[src/hw/rtl/cleb_pkg.sv]
package cleb_pkg;

  localparam int BUF_DEPTH_DEF = 128;

  // Key codes
  localparam logic [7:0] KEY_NUL   = 8'h00;
  localparam logic [7:0] KEY_EOT   = 8'h04;
  localparam logic [7:0] KEY_BS    = 8'h08;
  localparam logic [7:0] KEY_LF    = 8'h0a;
  localparam logic [7:0] KEY_CR    = 8'h0d;
  localparam logic [7:0] KEY_SPACE = 8'h20;
  localparam logic [7:0] KEY_DEL   = 8'h7f;

  // Request codes
  localparam logic CMD_KEY  = 1'b0;
  localparam logic CMD_READ = 1'b1;

  // Result kinds
  localparam logic [1:0] KIND_ECHO  = 2'd0;
  localparam logic [1:0] KIND_DATA  = 2'd1;
  localparam logic [1:0] KIND_EMPTY = 2'd2;
  localparam logic [1:0] KIND_EOF   = 2'd3;

  // Datapath -> controller
  typedef struct packed {
    logic is_read;  // request is a read
    logic silent;   // key request that yields no result
    logic is_bs;    // key request is a backspace that deletes
  } cleb_status_t;

  // Controller -> datapath
  typedef struct packed {
    logic ld_key;      // apply a key and load its first echo
    logic take_read;   // latch read request fields
    logic ld_read;     // resolve read against store data
    logic ld_space;    // load the space of a backspace echo
    logic ld_bs_last;  // load the closing BS of a backspace echo
  } cleb_cmd_t;

endpackage

[src/hw/rtl/cleb_in_if.sv]
interface cleb_in_if;
  logic       valid;
  logic       ready;
  logic       cmd;
  logic [7:0] key_code;
  logic       first_of_read;

  modport source (output valid, output cmd, output key_code, output first_of_read,
                  input ready);
  modport sink   (input valid, input cmd, input key_code, input first_of_read,
                  output ready);
endinterface

[src/hw/rtl/cleb_out_if.sv]
interface cleb_out_if;
  logic       valid;
  logic       ready;
  logic [1:0] kind;
  logic [7:0] data_byte;
  logic       last;

  modport source (output valid, output kind, output data_byte, output last,
                  input ready);
  modport sink   (input valid, input kind, input data_byte, input last,
                  output ready);
endinterface

[src/hw/rtl/cleb_ctrl.sv]
module cleb_ctrl (
  input  logic                  clk,
  input  logic                  rst_n,
  input  logic                  in_valid,
  output logic                  in_ready,
  output logic                  out_valid,
  input  logic                  out_ready,
  input  cleb_pkg::cleb_status_t status,
  output cleb_pkg::cleb_cmd_t    cmd
);
  import cleb_pkg::*;

  localparam logic [1:0] ST_IDLE = 2'd0;
  localparam logic [1:0] ST_READ = 2'd1;
  localparam logic [1:0] ST_SEND = 2'd2;

  logic [1:0] state_r, state_nxt;
  logic [1:0] beats_r, beats_nxt;  // echo beats still to come after the shown one
  logic       in_acc, out_acc;

  assign in_ready  = (state_r == ST_IDLE);
  assign out_valid = (state_r == ST_SEND);
  assign in_acc    = in_valid & in_ready;
  assign out_acc   = out_valid & out_ready;

  always_comb begin
    cmd.ld_key     = in_acc & ~status.is_read & ~status.silent;
    cmd.take_read  = in_acc & status.is_read;
    cmd.ld_read    = (state_r == ST_READ);
    cmd.ld_space   = out_acc & (beats_r == 2'd2);
    cmd.ld_bs_last = out_acc & (beats_r == 2'd1);
  end

  always_comb begin
    state_nxt = state_r;
    beats_nxt = beats_r;
    unique case (state_r)
      ST_IDLE: begin
        if (in_acc) begin
          if (status.is_read) begin
            state_nxt = ST_READ;
          end else if (!status.silent) begin
            state_nxt = ST_SEND;
            beats_nxt = status.is_bs ? 2'd2 : 2'd0;
          end
        end
      end
      ST_READ: begin
        state_nxt = ST_SEND;
        beats_nxt = 2'd0;
      end
      ST_SEND: begin
        if (out_acc) begin
          if (beats_r == 2'd0) begin
            state_nxt = ST_IDLE;
          end else begin
            beats_nxt = beats_r - 2'd1;
          end
        end
      end
      default: begin
        state_nxt = ST_IDLE;
      end
    endcase
  end

  always_ff @(posedge clk) begin
    if (!rst_n) begin
      state_r <= ST_IDLE;
      beats_r <= 2'd0;
    end else begin
      state_r <= state_nxt;
      beats_r <= beats_nxt;
    end
  end

endmodule

[src/hw/rtl/cleb_dpath.sv]
module cleb_dpath #(
  parameter int BUF_DEPTH = cleb_pkg::BUF_DEPTH_DEF
) (
  input  logic                  clk,
  input  logic                  rst_n,
  input  logic                  in_cmd,
  input  logic [7:0]            in_key_code,
  input  logic                  in_first_of_read,
  input  cleb_pkg::cleb_cmd_t    cmd,
  output cleb_pkg::cleb_status_t status,
  output logic [1:0]            out_kind,
  output logic [7:0]            out_data_byte,
  output logic                  out_last
);
  import cleb_pkg::*;

  localparam int AW = (BUF_DEPTH > 1) ? $clog2(BUF_DEPTH) : 1;
  localparam logic [AW-1:0] LAST_SLOT = AW'(BUF_DEPTH - 1);

  // Each index is a slot plus a lap bit: together they count modulo 2*BUF_DEPTH.
  logic [AW-1:0] edit_slot_r, commit_slot_r, read_slot_r;
  logic          edit_lap_r, commit_lap_r, read_lap_r;

  logic [7:0] mem [BUF_DEPTH];
  logic [7:0] rd_data_r;
  logic       first_r;

  logic [1:0] kind_r;
  logic [7:0] data_r;
  logic       last_r;

  logic          key_is_bs, nothing_open, ring_full, key_store;
  logic [7:0]    key_mapped;
  logic [AW-1:0] edit_inc_slot, edit_dec_slot, read_inc_slot;
  logic          edit_inc_lap, edit_dec_lap, read_inc_lap;
  logic          full_after, commit_now, read_empty;

  always_comb begin
    edit_inc_slot = (edit_slot_r == LAST_SLOT) ? '0 : edit_slot_r + 1'b1;
    edit_inc_lap  = (edit_slot_r == LAST_SLOT) ? ~edit_lap_r : edit_lap_r;
    edit_dec_slot = (edit_slot_r == '0) ? LAST_SLOT : edit_slot_r - 1'b1;
    edit_dec_lap  = (edit_slot_r == '0) ? ~edit_lap_r : edit_lap_r;
    read_inc_slot = (read_slot_r == LAST_SLOT) ? '0 : read_slot_r + 1'b1;
    read_inc_lap  = (read_slot_r == LAST_SLOT) ? ~read_lap_r : read_lap_r;
  end

  always_comb begin
    key_is_bs    = (in_key_code == KEY_BS) || (in_key_code == KEY_DEL);
    nothing_open = (edit_slot_r == commit_slot_r) && (edit_lap_r == commit_lap_r);
    ring_full    = (edit_slot_r == read_slot_r) && (edit_lap_r != read_lap_r);
    key_mapped   = (in_key_code == KEY_CR) ? KEY_LF : in_key_code;
    key_store    = ~key_is_bs;
    full_after   = (edit_inc_slot == read_slot_r) && (edit_inc_lap != read_lap_r);
    commit_now   = (key_mapped == KEY_LF) || (key_mapped == KEY_EOT) || full_after;
    read_empty   = (read_slot_r == commit_slot_r) && (read_lap_r == commit_lap_r);

    status.is_read = (in_cmd == CMD_READ);
    status.is_bs   = key_is_bs;
    status.silent  = (in_cmd == CMD_KEY) &&
                     ((key_is_bs && nothing_open) ||
                      (!key_is_bs && (in_key_code == KEY_NUL)) ||
                      (!key_is_bs && ring_full));
  end

  // Line store: one write port, one registered read port at the read slot.
  always_ff @(posedge clk) begin
    if (cmd.ld_key && key_store) begin
      mem[edit_slot_r] <= key_mapped;
    end
    rd_data_r <= mem[read_slot_r];
  end

  always_ff @(posedge clk) begin
    if (!rst_n) begin
      edit_slot_r   <= '0;
      edit_lap_r    <= 1'b0;
      commit_slot_r <= '0;
      commit_lap_r  <= 1'b0;
      read_slot_r   <= '0;
      read_lap_r    <= 1'b0;
    end else begin
      if (cmd.ld_key) begin
        if (key_store) begin
          edit_slot_r <= edit_inc_slot;
          edit_lap_r  <= edit_inc_lap;
          if (commit_now) begin
            commit_slot_r <= edit_inc_slot;
            commit_lap_r  <= edit_inc_lap;
          end
        end else begin
          edit_slot_r <= edit_dec_slot;
          edit_lap_r  <= edit_dec_lap;
        end
      end
      if (cmd.ld_read && !read_empty &&
          ((rd_data_r != KEY_EOT) || first_r)) begin
        read_slot_r <= read_inc_slot;
        read_lap_r  <= read_inc_lap;
      end
    end
  end

  always_ff @(posedge clk) begin
    if (cmd.take_read) begin
      first_r <= in_first_of_read;
    end
  end

  // Result register
  always_ff @(posedge clk) begin
    if (cmd.ld_key) begin
      kind_r <= KIND_ECHO;
      data_r <= key_store ? key_mapped : KEY_BS;
      last_r <= key_store;
    end else if (cmd.ld_read) begin
      last_r <= 1'b1;
      if (read_empty) begin
        kind_r <= KIND_EMPTY;
        data_r <= 8'h00;
      end else if (rd_data_r == KEY_EOT) begin
        kind_r <= KIND_EOF;
        data_r <= 8'h00;
      end else begin
        kind_r <= KIND_DATA;
        data_r <= rd_data_r;
      end
    end else if (cmd.ld_space) begin
      kind_r <= KIND_ECHO;
      data_r <= KEY_SPACE;
      last_r <= 1'b0;
    end else if (cmd.ld_bs_last) begin
      kind_r <= KIND_ECHO;
      data_r <= KEY_BS;
      last_r <= 1'b1;
    end
  end

  assign out_kind      = kind_r;
  assign out_data_byte = data_r;
  assign out_last      = last_r;

endmodule

[src/hw/rtl/console_line_edit_buffer_unit.sv]
// Console line edit buffer: canonical input line editing for a serial console.
// in_ch carries requests: cmd 0 is a key from the UART (key_code), cmd 1 asks
// for one committed byte (first_of_read marks the first byte of a read call).
// out_ch returns results: echo bytes, read data, empty or end of file; last
// marks the final beat caused by one request.
// Keys are echoed in the cycle after acceptance; a deleting backspace gives
// three echo beats (BS, space, BS). A read waits in ST_READ, then loads its
// single beat into the result register, since the line store is read through
// a registered port. One request is worked at a time. Ignored keys (zero, a
// backspace with nothing to delete, a key into a full ring) give no beat and
// leave in_ch ready. Reset empties the ring by zeroing its read, commit and
// edit indices; the store itself is not cleared. When the receiver stalls,
// the pending beat holds on out_ch and in_ch stays not ready until every
// beat is taken.
module console_line_edit_buffer_unit #(
  parameter int BUF_DEPTH = cleb_pkg::BUF_DEPTH_DEF
) (
  input logic       clk,
  input logic       rst_n,
  cleb_in_if.sink   in_ch,
  cleb_out_if.source out_ch
);
  import cleb_pkg::*;

  cleb_status_t status;
  cleb_cmd_t    cmd;

  // Sequence the request: accept, wait for store data, present beats.
  cleb_ctrl u_ctrl (
    .clk       (clk),
    .rst_n     (rst_n),
    .in_valid  (in_ch.valid),
    .in_ready  (in_ch.ready),
    .out_valid (out_ch.valid),
    .out_ready (out_ch.ready),
    .status    (status),
    .cmd       (cmd)
  );

  // Hold the ring, its indices and the result register.
  cleb_dpath #(
    .BUF_DEPTH (BUF_DEPTH)
  ) u_dpath (
    .clk              (clk),
    .rst_n            (rst_n),
    .in_cmd           (in_ch.cmd),
    .in_key_code      (in_ch.key_code),
    .in_first_of_read (in_ch.first_of_read),
    .cmd              (cmd),
    .status           (status),
    .out_kind         (out_ch.kind),
    .out_data_byte    (out_ch.data_byte),
    .out_last         (out_ch.last)
  );

endmodule
[src/flat_wrapper.sv]
// flat-port wrapper written by rule: the top's interface ports become plain ports
module console_line_edit_buffer_unit_flat import cleb_pkg::*;
#(
  parameter int BUF_DEPTH = cleb_pkg::BUF_DEPTH_DEF
)
  (clk, rst_n, in_ch_valid, in_ch_cmd, in_ch_key_code, in_ch_first_of_read, in_ch_ready, out_ch_valid, out_ch_kind, out_ch_data_byte, out_ch_last, out_ch_ready);
  cleb_in_if in_ch_i ();
  cleb_out_if out_ch_i ();
  input logic clk;
  input logic rst_n;
  input wire logic [$bits(in_ch_i.valid)-1:0] in_ch_valid;
  input wire logic [$bits(in_ch_i.cmd)-1:0] in_ch_cmd;
  input wire logic [$bits(in_ch_i.key_code)-1:0] in_ch_key_code;
  input wire logic [$bits(in_ch_i.first_of_read)-1:0] in_ch_first_of_read;
  output wire logic [$bits(in_ch_i.ready)-1:0] in_ch_ready;
  output wire logic [$bits(out_ch_i.valid)-1:0] out_ch_valid;
  output wire logic [$bits(out_ch_i.kind)-1:0] out_ch_kind;
  output wire logic [$bits(out_ch_i.data_byte)-1:0] out_ch_data_byte;
  output wire logic [$bits(out_ch_i.last)-1:0] out_ch_last;
  input wire logic [$bits(out_ch_i.ready)-1:0] out_ch_ready;
  assign in_ch_i.valid = in_ch_valid;
  assign in_ch_i.cmd = in_ch_cmd;
  assign in_ch_i.key_code = in_ch_key_code;
  assign in_ch_i.first_of_read = in_ch_first_of_read;
  assign in_ch_ready = in_ch_i.ready;
  assign out_ch_valid = out_ch_i.valid;
  assign out_ch_kind = out_ch_i.kind;
  assign out_ch_data_byte = out_ch_i.data_byte;
  assign out_ch_last = out_ch_i.last;
  assign out_ch_i.ready = out_ch_ready;
  console_line_edit_buffer_unit #(.BUF_DEPTH(BUF_DEPTH)) u_core (.clk(clk), .rst_n(rst_n), .in_ch(in_ch_i), .out_ch(out_ch_i));
endmodule
[config.mk]
export PLATFORM = sky130hd
export DESIGN_NAME = console_line_edit_buffer_unit_flat
export DESIGN_NICKNAME = d
export VERILOG_FILES = /design/src/hw/rtl/cleb_pkg.sv /design/src/hw/rtl/cleb_in_if.sv /design/src/hw/rtl/cleb_out_if.sv /design/src/hw/rtl/cleb_ctrl.sv /design/src/hw/rtl/cleb_dpath.sv /design/src/hw/rtl/console_line_edit_buffer_unit.sv /design/src/flat_wrapper.sv
export SDC_FILE = /design/constraint.sdc
export NUM_CORES = 1
export LEC_CHECK = 0
export BUFFER_PORTS_ARGS = -buffer_cell sky130_fd_sc_hd__buf_2
export CAP_MARGIN = 40
export CORE_ASPECT_RATIO = 1.4
export CORE_MARGIN = 10
export CORE_UTILIZATION = 25
export DETAILED_ROUTE_END_ITERATION = 10
export PLACE_DENSITY = 0.49
export SLEW_MARGIN = 10
export SYNTH_ARGS = -nofsm -noshare
export SYNTH_HDL_FRONTEND = slang
export SYNTH_SLANG_ARGS = --single-unit
[constraint.sdc]
create_clock -name clk -period 8 [get_ports clk]
set_clock_uncertainty 0.2 [all_clocks]
set_input_delay 1.6 -clock clk [delete_from_list [all_inputs] [get_ports clk]]
set_output_delay 1.6 -clock clk [all_outputs]
set_load 0.02 [all_outputs]
==> metrics.txt, run 1 <==
status complete, no violations; Routed met1 length 41500 um; CTS buffer count 92; slew margin rel. 0.378; fin crit share 0.608; Syn. warnings 0; Min-Delay Path Depth 2; DIE WIDTH 368 um; register area share after synthesis 0.749; crit path buf inv count 2; Via density 4.55; total wire length 109000 um; Synth cell types 68; Pre-Repair DR Iteration Count 7; FF-to-FF setup slack 3.91 ns; Fillers 16500; multi-input logic area 10100 sq um; Setup Total Neg Slack 0 ns; I/O pin cnt 27; Post-CTS Hold Fix Bufs 0; Max-Cap Viols 0; net count after synthesis 2086; Worst path slowest cell nand4_1; final setup fails 0; Clock Latency Late Sink 0.69 ns; Die H 508 um; met2 WL 59200 um; CP Cell Sequence buf_4 > or4_1 > nor4_2 > nor2_1 > and3_4 > nand4_1 > buf_4 > nor2_1; EDFF count, synth 1034; Mapped Area 42500 sq um; number of antenna violations at the first check in global routing 1; Routed Antenna Nets 0; Initial Utilization 0.251; Seq cells post-synth 1072; CP peak stage delay 0.69 ns; wire length on met3 4980 um; most frequent cells in the layout edfxtp_1 (1034), mux4_2 (301), nor2_1 (172); first-pass GRT wire length 158000 um; largest net degree at the start of global routing 96; Post-Place Setup Slack 2.42 ns; Via Count 20200; vias in the first global route 21400; Final Hold Slack 0.293 ns; Leakage 14.2 nW; post-route setup slack 3.14 ns; H-tree Lvls 3; crit path launch type input pin; HP Class register to register; cts repair resizes 0; area growth from synthesis to layout 14.4%; Top Layer Used met4; routed length per instance 24.5 um; Worst R2R Path Depth 8; CP Capture Type register; Worst EP required 8.10 ns; crit path DAT 4.97 ns; Mapped Cells 2061; Hold EP u_core.u_dpath.out_kind[0]; Power per Cell Area 229 nW/um^2; CTS sink cnt 1072; DRC viols 0; layout cell share with drive strength beyond 1 0.249; clock root buffer master clkbuf_16; Nets 2126; Post-CTS Setup Repair Bufs 0; Tot GR Track Use 0.114; top_reg_cell synth edfxtp_1; CP Max Fanout 65; Max Fclk 206 MHz; RSZ-0062 raised after global routing false; PortBufs 26; Syn Area/Cell 20.6 sq um; crit path kind input pin to register; Reg clk slew, reported paths 0.06 ns; r2r endpoint u_core.u_dpath.mem[12][6]; Fin. Hold Viols 0; Synth async-reset ratio 0; Worst Max-Slew Pin Slew 0.930 ns; Post-Layout Cell Count 4441; worst vdd ir 0.135 mV; Max Slew Vio Count 0; GRT overflow 0; most common cell after layout, fill and taps aside edfxtp_1; Final GP Congestion 0.802; Reg area 31800 sq um; die area 187000 sq um; core footprint 170000 sq um; DP HPWL 70000 um; min cycle time layout 4.86 ns; maximum clock path buffer count 3; Design Power 11.1 mW; Worst R2R Start u_core.u_dpath.read_slot_r[3]; Initial DRC Count 1831; Placed Cells 4269; # rows 179; top cell family by delay on the critical path simple AND/OR/NAND/NOR gates; hold_sp u_core.u_dpath.out_kind[0]; CTS tree yes
power by group:
part,internal [mW],switching [mW]
Combinational,0.0841,0.257
Sequential,6.18,0.0258
Clock,2.51,2.06
Total,8.77,2.34
synthesized netlist by cell type, drive strengths merged (8+ instances only):
cell    number  area (sq um)
xor2        28           245
nor4         8          56.3
buf         68           369
dfxtp       38           761
nand2       74           278
xnor2       13           114
and3        10          72.6
ha          11           138
clkbuf      56           210
o21ai       15          75.1
a22oi       12          90.1
nor2b       13          81.3
a21oi       25           125
mux4       301          6780
nand3       21           105
nand4       12          75.1
a31oi        9          56.3
a211oi      12          90.1
edfxtp    1034         31000
inv         13          48.8
nor2       173           652
mux2i       37           370
cell families after synthesis:
group | after synthesis | share of synthesized area
buf+inv | 137 | 0.0148
mux | 342 | 0.169
fa+ha+maj | 11 | 0.00324
compound gates | 116 | 0.0196
flops | 1072 | 0.749
simple gates | 342 | 0.0361
xor+xnor | 41 | 0.00845
worst max path at each step:
stage               depth (start not counted)         startpoint  slack [ns]                         end
floorplan                                   2  in_ch_key_code[3]        1.08    u_core.u_dpath.mem[0][2]
global placement                            8  in_ch_key_code[5]        2.39  u_core.u_dpath.mem[107][2]
detailed placement                          8  in_ch_key_code[5]        2.42   u_core.u_dpath.mem[12][3]
CTS                                         8  in_ch_key_code[5]        3.18   u_core.u_dpath.mem[12][6]
global route                                9  in_ch_key_code[5]        2.97  u_core.u_dpath.mem[122][6]
finish                                      8  in_ch_key_code[5]        3.14   u_core.u_dpath.mem[12][6]
layer usage:
metal / vias up / GRT usage
met5: - / 0
met1: 10900 / 0.132
met2: 616 / 0.214
met3: 136 / 0.0177
met4: 0 / 0.0353
li1: 8566 / -
through the flow:
step / util / cell area, sq um
after CTS: 0.287 / 48600
after detailed placement: 0.269 / 45500
final: 0.287 / 48600
after global routing: 0.287 / 48600
after floorplan: - / 42500
after global placement: 0.267 / 45200
area by class of cell:
cell class / instances / area share
Antenna cell: 1 / 0.0000515
Clock buffer: 111 / 0.0505
Multi-Input combinational cell: 852 / 0.208
Inverter: 13 / 0.00103
Timing Repair Buffer: 70 / 0.0151
Clock inverter: 60 / 0.0126
Tap cell: 2262 / 0.0582
Sequential cell: 1072 / 0.654
worst register-to-register path: cells and delay by family (launching register included):
kind	cells	cell delay, ns
simple gates	5	1.93
flops	1	0.33
xor+xnor	1	0.17
buf+inv	2	1.08
state kept, by name, summed over array words and instances (netlist names):
name,count
u_core.u_ctrl.state_r,2
u_core.u_dpath.out_data_byte,8
u_core.u_dpath.read_slot_r,7
u_core.u_dpath.edit_slot_r,7
u_core.u_dpath.first_r,1
u_core.u_dpath.read_lap_r,1
u_core.u_dpath.out_last,1
u_core.u_dpath.edit_lap_r,1
u_core.u_dpath.rd_data_r,8
u_core.u_dpath.mem,1024
u_core.u_dpath.commit_lap_r,1
u_core.u_dpath.out_kind,2
u_core.u_dpath.commit_slot_r,7
u_core.u_ctrl.beats_r,2
Power figures use the tool's default switching activity.
==> run 2, diff against run 1 <==
--- a/config.mk
+++ b/config.mk
@@ -11,7 +11,7 @@
 export CORE_MARGIN = 10
 export CORE_UTILIZATION = 25
 export DETAILED_ROUTE_END_ITERATION = 10
-export PLACE_DENSITY = 0.49
+export PLACE_DENSITY = 0.51
 export SLEW_MARGIN = 10
 export SYNTH_ARGS = -nofsm -noshare
 export SYNTH_HDL_FRONTEND = slang
==> constraint.sdc (replaced) <==
create_clock -name clk -period 4.3 [get_ports clk]
set_clock_uncertainty 0.2 [all_clocks]
set_input_delay 0.86 -clock clk [delete_from_list [all_inputs] [get_ports clk]]
set_output_delay 0.86 -clock clk [all_outputs]
set_load 0.02 [all_outputs]
==> metrics.txt, run 2 (synthesized netlist as in run 1, its figures left out) <==
Worst Max-Slew Pin Slew 0.865 ns; crit path buf inv count 2; Pre-Repair DR Iteration Count 5; most common cell after layout, fill and taps aside edfxtp_1; cts repair resizes 0; slew margin rel. 0.423; most frequent cells in the layout edfxtp_1 (1034), mux4_2 (301), nor2_1 (172); Via Count 20300; maximum clock path buffer count 3; CP Capture Type register; status complete, no violations; Post-CTS Hold Fix Bufs 0; Die H 508 um; Post-CTS Setup Repair Bufs 0; vias in the first global route 21600; Reg clk slew, reported paths 0.08 ns; Min-Delay Path Depth 1; HP Class input pin to register; CP peak stage delay 0.59 ns; core footprint 170000 sq um; Final GP Congestion 0.809; crit path DAT 3.79 ns; Worst EP required 4.65 ns; Post-Layout Cell Count 4486; area growth from synthesis to layout 16.0%; Initial DRC Count 1624; Leakage 14.6 nW; CTS tree yes; Final Hold Slack 0.138 ns; H-tree Lvls 3; first-pass GRT wire length 157000 um; total wire length 108000 um; number of antenna violations at the first check in global routing 1; CP Cell Sequence buf_4 > buf_4 > mux4_2 > mux4_2 > a22oi_1 > a22oi_1; routed length per instance 24.1 um; Setup Total Neg Slack 0 ns; Nets 2169; DRC viols 0; Routed Antenna Nets 0; Placed Cells 4312; r2r endpoint u_core.u_dpath.rd_data_r[2]; Max Fclk 291 MHz; RSZ-0062 raised after global routing false; multi-input logic area 10100 sq um; Worst path slowest cell dfxtp_4; Max-Cap Viols 0; min cycle time layout 3.44 ns; die area 187000 sq um; PortBufs 26; worst vdd ir 0.360 mV; largest net degree at the start of global routing 70; DIE WIDTH 368 um; Reg area 31800 sq um; GRT overflow 0; Via density 4.53; Max Slew Vio Count 0; crit path kind register to register; post-route setup slack 0.865 ns; Clock Latency Late Sink 0.71 ns; Power per Cell Area 434 nW/um^2; # rows 179; Tot GR Track Use 0.114; CTS sink cnt 1072; CP Max Fanout 19; Fin. Hold Viols 0; Largest Register u_core.u_dpath.mem; Initial Utilization 0.251; final setup fails 0; FF-to-FF setup slack 0.86 ns; Worst R2R Start u_core.u_dpath.read_slot_r[0]; crit path launch type register; fin crit share 0.799; layout cell share with drive strength beyond 1 0.263; Post-Place Setup Slack 0.399 ns; I/O pin cnt 27; DP HPWL 70400 um; CTS buffer count 92; Final Core Density 0.291; hold_sp in_ch_first_of_read; Fillers 16500; top cell family by delay on the critical path multiplexers; clock root buffer master clkbuf_16; Worst R2R Path Depth 6; Hold EP u_core.u_dpath.first_r; max FFs per register 1024
-- run 2: cell type report --
class                   instances  area share
clock inverters                71      0.0205
repair buffers                113      0.0226
clock buffers                 100      0.0477
multi-input cells             852       0.205
well taps                    2262      0.0574
inverters                      13     0.00102
diodes                          3    0.000152
flip-flops and latches       1072       0.646
-- run 2: worst max-delay path by stage --
stage                                        from                           to  slack [ns]  cells after the start
CTS                 u_core.u_dpath.read_slot_r[0]  u_core.u_dpath.rd_data_r[5]        0.78                      8
detailed placement              in_ch_key_code[4]    u_core.u_dpath.mem[77][3]        0.40                      8
global route        u_core.u_dpath.read_slot_r[0]  u_core.u_dpath.rd_data_r[5]        0.69                      8
floorplan                       in_ch_key_code[3]     u_core.u_dpath.mem[0][2]        0.11                      2
finish              u_core.u_dpath.read_slot_r[0]  u_core.u_dpath.rd_data_r[2]        0.86                      6
global placement                in_ch_key_code[4]    u_core.u_dpath.mem[10][6]        0.48                      9
-- run 2: metal layers --
metal  global-route usage  up-vias  share of wire
met5                    0        -              0
met4               0.0517        0          0.043
met3               0.0155      172          0.045
met2                0.202      626           0.52
met1                0.136    10800           0.39
li1                     -     8654              -
-- run 2: through the flow --
step	total power [mW]	cell area, sq um
6_report	21.4	49300
5_1_grt	22.1	49300
4_1_cts	21.6	49300
3_5_place_dp	12.4	45900
3_3_place_gp	12.4	45800
2_1_floorplan	12.1	42500
-- run 2: power breakdown --
group / internal, mW / switching [mW] / total (mW)
combinational: 0.173 / 0.486 / 0.659
clock: 5.33 / 3.88 / 9.21
sequential: 11.5 / 0.0474 / 11.5
